--- src/rtl/bra_pkg.sv ---
package bra_pkg;

    localparam int FIELD_WIDTH = 32;
    localparam int NUM_OUT_WIDTH = 33;
    localparam int OUT_DATA_WIDTH = 72;
    localparam logic [FIELD_WIDTH-1:0] LIMIT_RESET = 32'd65535;

    typedef enum logic [2:0] {
        ST_IDLE,
        ST_STEP,
        ST_DIV,
        ST_WB,
        ST_MUL,
        ST_DONE
    } state_t;

    typedef struct packed {
        logic load;
        logic div_init;
        logic div_run;
        logic write_back;
        logic mul_init;
        logic mul_run;
        logic load_out;
    } cmd_t;

    typedef struct packed {
        logic err;
        logic fits;
        logic last;
    } status_t;

endpackage

--- src/rtl/bra_ctrl.sv ---
module bra_ctrl
(
    input  logic               clk,
    input  logic               rst_n,
    input  logic               s_tvalid,
    output logic               s_tready,
    output logic               m_tvalid,
    input  logic               m_tready,
    input  bra_pkg::status_t   status,
    output bra_pkg::cmd_t      cmd
);

    bra_pkg::state_t state_reg;
    bra_pkg::state_t state_next;
    logic            out_valid_reg;
    logic            out_valid_next;
    logic            out_free;

    assign out_free = !out_valid_reg || m_tready;
    assign m_tvalid = out_valid_reg;

    always_ff @(posedge clk or negedge rst_n)
    begin
        if (!rst_n)
        begin
            state_reg     <= bra_pkg::ST_IDLE;
            out_valid_reg <= 1'b0;
        end
        else
        begin
            state_reg     <= state_next;
            out_valid_reg <= out_valid_next;
        end
    end

    always_comb
    begin
        state_next = state_reg;
        case (state_reg)
            bra_pkg::ST_IDLE:
            begin
                if (s_tvalid)
                begin
                    state_next = bra_pkg::ST_STEP;
                end
            end
            bra_pkg::ST_STEP:
            begin
                if (status.err)
                begin
                    state_next = bra_pkg::ST_DONE;
                end
                else if (status.fits)
                begin
                    state_next = bra_pkg::ST_DIV;
                end
                else
                begin
                    state_next = bra_pkg::ST_MUL;
                end
            end
            bra_pkg::ST_DIV:
            begin
                if (status.last)
                begin
                    state_next = bra_pkg::ST_WB;
                end
            end
            bra_pkg::ST_WB:
            begin
                state_next = bra_pkg::ST_STEP;
            end
            bra_pkg::ST_MUL:
            begin
                if (status.last)
                begin
                    state_next = bra_pkg::ST_DONE;
                end
            end
            bra_pkg::ST_DONE:
            begin
                if (out_free)
                begin
                    state_next = bra_pkg::ST_IDLE;
                end
            end
            default:
            begin
                state_next = bra_pkg::ST_IDLE;
            end
        endcase
    end

    always_comb
    begin
        cmd      = '0;
        s_tready = 1'b0;
        case (state_reg)
            bra_pkg::ST_IDLE:
            begin
                s_tready = 1'b1;
                cmd.load = s_tvalid;
            end
            bra_pkg::ST_STEP:
            begin
                if (!status.err)
                begin
                    cmd.div_init = status.fits;
                    cmd.mul_init = !status.fits;
                end
            end
            bra_pkg::ST_DIV:
            begin
                cmd.div_run = 1'b1;
            end
            bra_pkg::ST_WB:
            begin
                cmd.write_back = 1'b1;
            end
            bra_pkg::ST_MUL:
            begin
                cmd.mul_run = 1'b1;
            end
            bra_pkg::ST_DONE:
            begin
                cmd.load_out = out_free;
            end
            default:
            begin
                cmd = '0;
            end
        endcase
    end

    always_comb
    begin
        if (cmd.load_out)
        begin
            out_valid_next = 1'b1;
        end
        else if (m_tready)
        begin
            out_valid_next = 1'b0;
        end
        else
        begin
            out_valid_next = out_valid_reg;
        end
    end

endmodule

--- src/rtl/bra_datapath.sv ---
module bra_datapath
#(
    parameter int VW = 32
)
(
    input  logic                                 clk,
    input  logic                                 rst_n,
    input  logic                                 cfg_wen,
    input  logic [bra_pkg::FIELD_WIDTH-1:0]      cfg_wdata,
    input  logic [2*bra_pkg::FIELD_WIDTH-1:0]    in_data,
    input  bra_pkg::cmd_t                        cmd,
    output bra_pkg::status_t                     status,
    output logic [bra_pkg::NUM_OUT_WIDTH-1:0]    out_num,
    output logic [bra_pkg::FIELD_WIDTH-1:0]      out_den,
    output logic                                 out_err
);

    localparam int FW = bra_pkg::FIELD_WIDTH;
    localparam int OW = bra_pkg::NUM_OUT_WIDTH;
    localparam int NW = VW + 1;
    localparam int WW = 2 * VW;
    localparam int CW = $clog2(VW);

    logic [VW-1:0] lim_reg, lim_next;
    logic [NW-1:0] ln_reg, ln_next, hn_reg, hn_next, acc_reg, acc_next;
    logic [VW-1:0] ld_reg, ld_next, hd_reg, hd_next;
    logic [VW-1:0] b_reg, b_next, a_reg, a_next;
    logic [VW-1:0] r1_reg, r1_next, r2_reg, r2_next;
    logic [WW-1:0] d1s_reg, d1s_next, d2s_reg, d2s_next, xs_reg, xs_next;
    logic [CW-1:0] cnt_reg, cnt_next;
    logic          dir_reg, dir_next, err_reg, err_next;
    logic [OW-1:0] onum_reg, onum_next;
    logic [FW-1:0] oden_reg, oden_next;
    logic          oerr_reg, oerr_next;

    logic [VW-1:0] in_num, in_den;
    logic [VW-1:0] r1_init, r2_init, d1_init, d2_init;
    logic [NW-1:0] x_init, acc_init;
    logic          dir_sel, div_ok, pick_lo;
    logic [NW-1:0] sel_num;
    logic [VW-1:0] sel_den;

    assign in_num = in_data[VW-1:0];
    assign in_den = in_data[FW +: VW];

    assign dir_sel = b_reg >= a_reg;
    assign div_ok  = ({{VW{1'b0}}, r1_reg} >= d1s_reg) && ({{VW{1'b0}}, r2_reg} >= d2s_reg);
    assign pick_lo = err_reg || (d1s_reg <= d2s_reg);
    assign sel_num = pick_lo ? ln_reg : hn_reg;
    assign sel_den = pick_lo ? ld_reg : hd_reg;

    assign status.err  = err_reg;
    assign status.fits = ({1'b0, ld_reg} + {1'b0, hd_reg}) <= {1'b0, lim_reg};
    assign status.last = (cnt_reg == '0);

    assign out_num = onum_reg;
    assign out_den = oden_reg;
    assign out_err = oerr_reg;

    always_comb
    begin
        if (dir_sel)
        begin
            r1_init  = b_reg;
            d1_init  = a_reg;
            r2_init  = lim_reg - ld_reg;
            d2_init  = hd_reg;
            x_init   = hn_reg;
            acc_init = ln_reg;
        end
        else
        begin
            r1_init  = lim_reg - hd_reg;
            d1_init  = ld_reg;
            r2_init  = a_reg - VW'(1);
            d2_init  = b_reg;
            x_init   = ln_reg;
            acc_init = hn_reg;
        end
    end

    always_comb
    begin
        lim_next  = lim_reg;
        ln_next   = ln_reg;
        hn_next   = hn_reg;
        acc_next  = acc_reg;
        ld_next   = ld_reg;
        hd_next   = hd_reg;
        b_next    = b_reg;
        a_next    = a_reg;
        r1_next   = r1_reg;
        r2_next   = r2_reg;
        d1s_next  = d1s_reg;
        d2s_next  = d2s_reg;
        xs_next   = xs_reg;
        cnt_next  = cnt_reg;
        dir_next  = dir_reg;
        err_next  = err_reg;
        onum_next = onum_reg;
        oden_next = oden_reg;
        oerr_next = oerr_reg;

        if (cfg_wen)
        begin
            lim_next = cfg_wdata[VW-1:0];
        end

        if (cmd.load)
        begin
            b_next   = in_num;
            a_next   = in_den;
            err_next = (in_den == '0);
            ln_next  = NW'(0);
            ld_next  = VW'(1);
            hn_next  = NW'(1);
            hd_next  = VW'(0);
        end

        if (cmd.div_init)
        begin
            dir_next = dir_sel;
            r1_next  = r1_init;
            r2_next  = r2_init;
            d1s_next = {{VW{1'b0}}, d1_init} << (VW - 1);
            d2s_next = {{VW{1'b0}}, d2_init} << (VW - 1);
            xs_next  = {{(WW - NW){1'b0}}, x_init} << (VW - 1);
            acc_next = acc_init;
            cnt_next = CW'(VW - 1);
        end

        if (cmd.div_run)
        begin
            if (div_ok)
            begin
                r1_next  = r1_reg - d1s_reg[VW-1:0];
                r2_next  = r2_reg - d2s_reg[VW-1:0];
                acc_next = acc_reg + xs_reg[NW-1:0];
            end
            d1s_next = d1s_reg >> 1;
            d2s_next = d2s_reg >> 1;
            xs_next  = xs_reg >> 1;
            cnt_next = cnt_reg - 1'b1;
        end

        if (cmd.write_back)
        begin
            if (dir_reg)
            begin
                b_next  = r1_reg;
                ld_next = lim_reg - r2_reg;
                ln_next = acc_reg;
            end
            else
            begin
                hd_next = lim_reg - r1_reg;
                a_next  = r2_reg + VW'(1);
                hn_next = acc_reg;
            end
        end

        if (cmd.mul_init)
        begin
            d1s_next = '0;
            d2s_next = '0;
            cnt_next = CW'(VW - 1);
        end

        if (cmd.mul_run)
        begin
            d1s_next = (d1s_reg << 1) + (hd_reg[cnt_reg] ? {{VW{1'b0}}, b_reg} : {WW{1'b0}});
            d2s_next = (d2s_reg << 1) + (ld_reg[cnt_reg] ? {{VW{1'b0}}, a_reg} : {WW{1'b0}});
            cnt_next = cnt_reg - 1'b1;
        end

        if (cmd.load_out)
        begin
            onum_next = OW'(sel_num);
            oden_next = FW'(sel_den);
            oerr_next = err_reg;
        end
    end

    always_ff @(posedge clk or negedge rst_n)
    begin
        if (!rst_n)
        begin
            lim_reg <= bra_pkg::LIMIT_RESET[VW-1:0];
        end
        else
        begin
            lim_reg <= lim_next;
        end
    end

    always_ff @(posedge clk)
    begin
        ln_reg   <= ln_next;
        hn_reg   <= hn_next;
        acc_reg  <= acc_next;
        ld_reg   <= ld_next;
        hd_reg   <= hd_next;
        b_reg    <= b_next;
        a_reg    <= a_next;
        r1_reg   <= r1_next;
        r2_reg   <= r2_next;
        d1s_reg  <= d1s_next;
        d2s_reg  <= d2s_next;
        xs_reg   <= xs_next;
        cnt_reg  <= cnt_next;
        dir_reg  <= dir_next;
        err_reg  <= err_next;
        onum_reg <= onum_next;
        oden_reg <= oden_next;
        oerr_reg <= oerr_next;
    end

    // A write-back must follow the final quotient bit of a division.
    assert property (@(posedge clk) disable iff (!rst_n)
        cmd.write_back |-> $past(cmd.div_run) && $past(status.last))
        else $error("write-back without a completed division");

    assert property (@(posedge clk) disable iff (!rst_n)
        cmd.load |=> (ld_reg == VW'(1)) && (hd_reg == '0) && (hn_reg == NW'(1)))
        else $error("bounds not set to 0/1 and 1/0 after accepting a word");

    // The upper bound always lies strictly above the target.
    assert property (@(posedge clk) disable iff (!rst_n)
        cmd.div_run |-> (a_reg != '0))
        else $error("upper bound reached the target");

    assert property (@(posedge clk) disable iff (!rst_n)
        (cmd.load_out && !err_reg && (lim_reg != '0)) |->
            (sel_den <= lim_reg) && (sel_den != '0))
        else $error("result denominator outside the limit");

endmodule

--- src/rtl/best_rational_approximation_core.sv ---
// Returns the fraction nearest to p/q whose denominator does not exceed the configured
// limit, walking the Stern-Brocot tree with runs of equal moves taken as one step; a tie
// goes to the lower bound and a zero denominator gives 0/1 with the error flag set. One
// word is processed at a time, and the next is accepted while a finished result waits in
// the output register. W is the effective value width (32 by default), and the number of
// runs in the walk is roughly the number of continued-fraction terms of p/q below the
// limit (at most about 2*W). Each run costs one pass of the bit-serial
// divide-and-accumulate unit, one quotient bit per cycle, and the final choice costs one
// bit-serial pass of two cross products. A zero denominator skips both and goes straight
// to the output.
module best_rational_approximation_core
#(
    parameter int VALUE_WIDTH = 32
)
(
    input  logic         clk,
    input  logic         rst_n,
    input  logic         cfg_wen,
    input  logic [31:0]  cfg_wdata,       // denominator_limit
    input  logic         s_axis_tvalid,
    output logic         s_axis_tready,
    input  logic [63:0]  s_axis_tdata,    // target_numerator, target_denominator
    output logic         m_axis_tvalid,
    input  logic         m_axis_tready,
    output logic [71:0]  m_axis_tdata,    // approx_numerator, approx_denominator, zero fill
    output logic         m_axis_tuser     // input_error
);

    localparam int VW = (VALUE_WIDTH < bra_pkg::FIELD_WIDTH) ? VALUE_WIDTH
                                                              : bra_pkg::FIELD_WIDTH;
    localparam int PAD = bra_pkg::OUT_DATA_WIDTH - bra_pkg::NUM_OUT_WIDTH
                         - bra_pkg::FIELD_WIDTH;

    bra_pkg::cmd_t                      cmd;
    bra_pkg::status_t                   status;
    logic [bra_pkg::NUM_OUT_WIDTH-1:0]  out_num;
    logic [bra_pkg::FIELD_WIDTH-1:0]    out_den;
    logic                               out_err;

    bra_ctrl u_ctrl
    (
        .clk      (clk),
        .rst_n    (rst_n),
        .s_tvalid (s_axis_tvalid),
        .s_tready (s_axis_tready),
        .m_tvalid (m_axis_tvalid),
        .m_tready (m_axis_tready),
        .status   (status),
        .cmd      (cmd)
    );

    bra_datapath #(
        .VW (VW)
    ) u_datapath
    (
        .clk       (clk),
        .rst_n     (rst_n),
        .cfg_wen   (cfg_wen),
        .cfg_wdata (cfg_wdata),
        .in_data   (s_axis_tdata),
        .cmd       (cmd),
        .status    (status),
        .out_num   (out_num),
        .out_den   (out_den),
        .out_err   (out_err)
    );

    assign m_axis_tdata = {{PAD{1'b0}}, out_den, out_num};
    assign m_axis_tuser = out_err;

endmodule
--- config.mk ---
export PLATFORM = sky130hd
export DESIGN_NAME = best_rational_approximation_core
export DESIGN_NICKNAME = d
export VERILOG_FILES = /design/src/rtl/bra_pkg.sv /design/src/rtl/bra_ctrl.sv /design/src/rtl/bra_datapath.sv /design/src/rtl/best_rational_approximation_core.sv
export SDC_FILE = /design/constraint.sdc
export NUM_CORES = 2
export LEC_CHECK = 0
export BUFFER_PORTS_ARGS = -buffer_cell sky130_fd_sc_hd__buf_2
export CELL_PAD_IN_SITES_DETAIL_PLACEMENT = 1
export CELL_PAD_IN_SITES_GLOBAL_PLACEMENT = 1
export CORE_AREA = 2 2 400 402
export DETAILED_ROUTE_END_ITERATION = 7
export DIE_AREA = 0 0 402 404
export GPL_TIMING_DRIVEN = 0
export PLACE_DENSITY = 0.53
export SLEW_MARGIN = 25
export SYNTH_ARGS = -nofsm -noshare
export SYNTH_HDL_FRONTEND = slang
export SYNTH_HIERARCHICAL = 1
export SYNTH_SLANG_ARGS = --single-unit
--- constraint.sdc ---
create_clock -name clk -period 19.17 [get_ports clk]
set_input_delay 2.8755 -clock clk [delete_from_list [all_inputs] [get_ports clk]]
set_output_delay 2.8755 -clock clk [all_outputs]
set_load 0.005 [all_outputs]
==> results.md <==
- In this design, the stage delay of the slowest critical-path cell is 0.85 ns.
- For this run, the register share of the synthesized area comes to 31.16%.
- On the critical path the largest part of the delay comes from compound AO/OA/AOI/OAI gates.
- After the first detailed-routing iteration, the DRC count stood at 3,694.
- The proportion of register bits with asynchronous set or reset after synthesis is 6.081%.
- The iteration count of the initial detailed-routing pass is 7.
- The total number of vias is 45,540.
- The number of instances resized during post-cts repair is 0.
- The instance count of the mapped netlist is 5,654.
- Clock latency on the worst-skew pair, taken at its later pin, is 0.72 ns.
- The largest total area in the synthesized netlist belongs to edfxtp_1.
- The tree is rooted in a clkbuf_16.
- The number of global-route vias before repair is 44,960.
- The classification of the worst setup path is reg -> reg.
- Hold repair after CTS inserted 0 buffers.
- The die covers 162,400 µm².
- The number of I/O pins is 176.
- The quantity of I/O buffers inserted on ports is 167.
- The area growth from synthesis to layout is 13.75%.
- The total count of hold-check failures in the final report is 0.
- The number of cells on the critical path is 28.
- The first-pass GRT wire length is 338.1 mm.
- The cell area that synthesis handed to floorplanning was 47,150 µm².
- Along the worst hold path, the cell count comes to 2.
- The global placer's final weighted congestion is 0.9773.
- The detailed-route wire length is 242.9 mm.
- The leading register cell type out of synthesis is dfxtp_1.
- In this design, the critical path's most frequently occurring cell is a21oi_1.
- The final critical path takes up 49.07% of the cycle.
- OpenSTA, run right after detailed placement, puts the worst setup slack at 9.801 ns.
- The post-detailed-placement cell area is 51,010 µm².
- The initial standard-cell utilization of the core is 29.87%.
- The global routing usage summed across all routing layers is 29.12%.
- The sort of element at the start of the critical path is a flip-flop.
- The tree built by TritonCTS fans out to 592 sinks.
- The number of buffers and inverters on the critical path is 4.
- The worst-case vdd ir drop is 75.43 µV.
- Setup violations remaining at the end of the flow were counted as 0.
- The finished layout holds 8,066 standard cells, fillers aside.
- In this run, synthesis produced a sequential element count of 592.
- Entering global routing, the biggest net connects 41 pins.
- Counting I/O delays and the setup requirement, the final critical path takes 9.406 ns.
- The initialized floorplan defines 146 standard-cell rows.
- The floorplan step set the die width to 402 µm.
- By area the synthesized netlist is led by edfxtp_1, dfxtp_1, ha_1, o21ai_0, nand2_1.
- Derived from the worst setup path, the maximum achievable clock frequency is 0.1063 GHz.
- The analysis attributes to cell leakage a power of 22.22 nW.
- The mean post-synth cell area is 8.339 µm².
- The die is 404 µm tall.
- The worst clock skew on the final layout is 0.04407 ns.
- After layout, the worst setup slack is 9.764 ns.
- The worst setup path is captured at a flip-flop.
- No sink is reached through more buffers than the 3 on the longest clock path.
- The area occupied by multi-input gates is 30,160 µm².
- The global-route congestion overflow total is 0.
- After detailed routing, the average wire length per cell comes to 30.11 µm.
- The number of setup buffers added after CTS is 0.
- STA puts the critical path data required time at 19.57 ns.
- Buffers inserted during clock tree synthesis total 81.
- At the pin with the least slew margin, the transition time is 1.268 ns.
- After routing the design area is 53,630 µm².
- The flow ran to the end, and the final reports show no timing, DRC or antenna violations.
- Once detail routing completed, the nets flagged for antenna violations numbered 0.
- The number of placed instances, taps included, is 7,910.
- The count of flip-flops with a built-in enable after synthesis is 264.
- The area fraction of the dominant cell type after synthesis is 16.81%.
- Counting the fill cells in the layout gives 18,840.
- Dividing the detail-routed via count by the number of cells gives 5.646.
- The count of unresolved DRC violations after routing is 0.
- Yosys printed 6 warnings.
- Setup total negative slack on the finished layout was measured at 0 ns.
- The post-DP HPWL is 200.2 mm.
- The flip-flop and latch area is 14,690 µm².
- The area of the placeable core is 157,800 µm².
- The depth of the CTS H-tree is 3.
- The tool flagged a number of max-cap violations equal to 0.
- The path class of the tightest hold or removal check is reg -> reg.
- The TritonCTS clock tree is yes.
- The number of unique standard cell types used by synthesis is 88.
- The count of final max-slew check failures is 0.
- Setup repair after global routing left no endpoint under its margin.
- In this run the worst path has a maximum fanout of 40.
- Counting cells, the worst reg-to-reg path comes to 28.
- Summing internal, switching and leakage power gives 11.90 mW.
- The power density relative to cell area is 221.9 nW/µm².
- Data on the critical path arrives at its endpoint at 9.80 ns.
- The remaining max-slew budget at the tightest pin is 14.66%.
- The hold slack is 0.4778 ns.
- The share of post-route cells with drive strength above 1 is 8.165%.
- The number of antenna violations at the first check in global routing is 13.
- The library cell contributing the largest single delay on the critical path is dfxtp_1.
- Cells fill 33.98% of the core in the end.
- After clock tree synthesis, the clock-pin slew on the worst setup and hold paths is 0.06 ns.
- The net count of the finished layout is 6,479.
==> report_power, final <==
group,internal [mW],switching (mW)
registers,2.00,0.847
clock network,0.871,0.671
logic,2.58,4.93
==> tightest hold or removal path, cell delays in order, from the launching register on <==
cell and delay [ns]:
dfxtp_1 0.34, nand2_1 0.06, nand2_1 0.04
==> per-layer routing <==
layer / vias to the layer above / share of wire, % / routed length, µm / GRT usage [%]
li1: 20930 / - / - / -
met1: 22990 / 49 / 118100 / 43.38
met2: 1369 / 42 / 101200 / 43.21
met3: 244 / 6.2 / 15060 / 3.209
met4: 0 / 3.5 / 8463 / 9.867
met5: - / 0 / 0 / 0
==> placed cells by master (no fill, tap or decap), types with 73 or more instances in the layout <==
| master | instances |
|---|---|
| a21oi_1 | 365 |
| nor3_1 | 78 |
| nand4_1 | 73 |
| mux2i_1 | 173 |
| clkbuf_16 | 84 |
| ha_1 | 446 |
| o211ai_1 | 100 |
| xor2_1 | 128 |
| nand2_1 | 699 |
| clkbuf_1 | 196 |
| a21o_1 | 197 |
| edfxtp_1 | 264 |
| inv_1 | 360 |
| nor2b_1 | 79 |
| nor2_1 | 314 |
| nand3_1 | 122 |
| buf_2 | 182 |
| dfxtp_1 | 292 |
| xnor2_1 | 247 |
| o21ai_0 | 540 |
==> path summary, 6_finish.rpt <==
check / from / end / slack, ns
max in group asynchronous: rst_n / u_datapath/lim_reg[18] / 16.29
min in group asynchronous: rst_n / u_datapath/lim_reg[25] / 2.31
max: u_datapath/hd_reg[0] / u_datapath/d1s_reg[4] / 9.76
min: u_datapath/acc_reg[31] / u_datapath/ln_reg[31] / 0.48
min reg2reg: u_datapath/acc_reg[31] / u_datapath/ln_reg[31] / 0.48
max reg2reg: u_datapath/hd_reg[0] / u_datapath/d1s_reg[4] / 9.76
==> kinds of logic after synthesis <==
group	synth area share (%)
XOR/XNOR	6.966
AND/OR/NAND/NOR	17.85
AO/OA/AOI/OAI	21.03
buffers and inverters	5.103
other	0.007953
multiplexers	5.626
adder cells (fa/ha/maj)	12.26
flip-flops	31.16
==> cells in the mapped netlist, types with 25 or more instances <==
master,instances
a211oi_1,31
a21o_1,197
a21oi_1,370
a31oi_1,30
and2_1,41
and3_1,39
buf_1,25
clkbuf_1,209
dfxtp_1,292
edfxtp_1,264
ha_1,446
inv_1,360
mux2_2,39
mux2i_1,175
nand2_1,699
nand2b_1,61
nand3_1,122
nand3b_1,72
nand4_1,73
nor2_1,315
nor2b_1,79
nor3_1,80
nor4_1,48
o211ai_1,100
o21a_1,56
o21ai_0,541
o21bai_1,31
o22ai_1,52
o31ai_1,38
or3_1,71
xnor2_1,247
xor2_1,128
==> area by class of cell <==
| cell class | instances | area share (%) |
|---|---|---|
| Clock inverter | 36 | 0.6159 |
| Sequential cell | 592 | 27.40 |
| Clock buffer | 114 | 4.223 |
| Multi-Input combinational cell | 4449 | 56.24 |
| Antenna cell | 5 | 0.02333 |
| Inverter | 362 | 2.534 |
| Buffer | 257 | 2.055 |
| Timing Repair Buffer | 179 | 2.079 |
| Tap cell | 2072 | 4.834 |
Note: power is estimated with default switching activity, not from simulation.
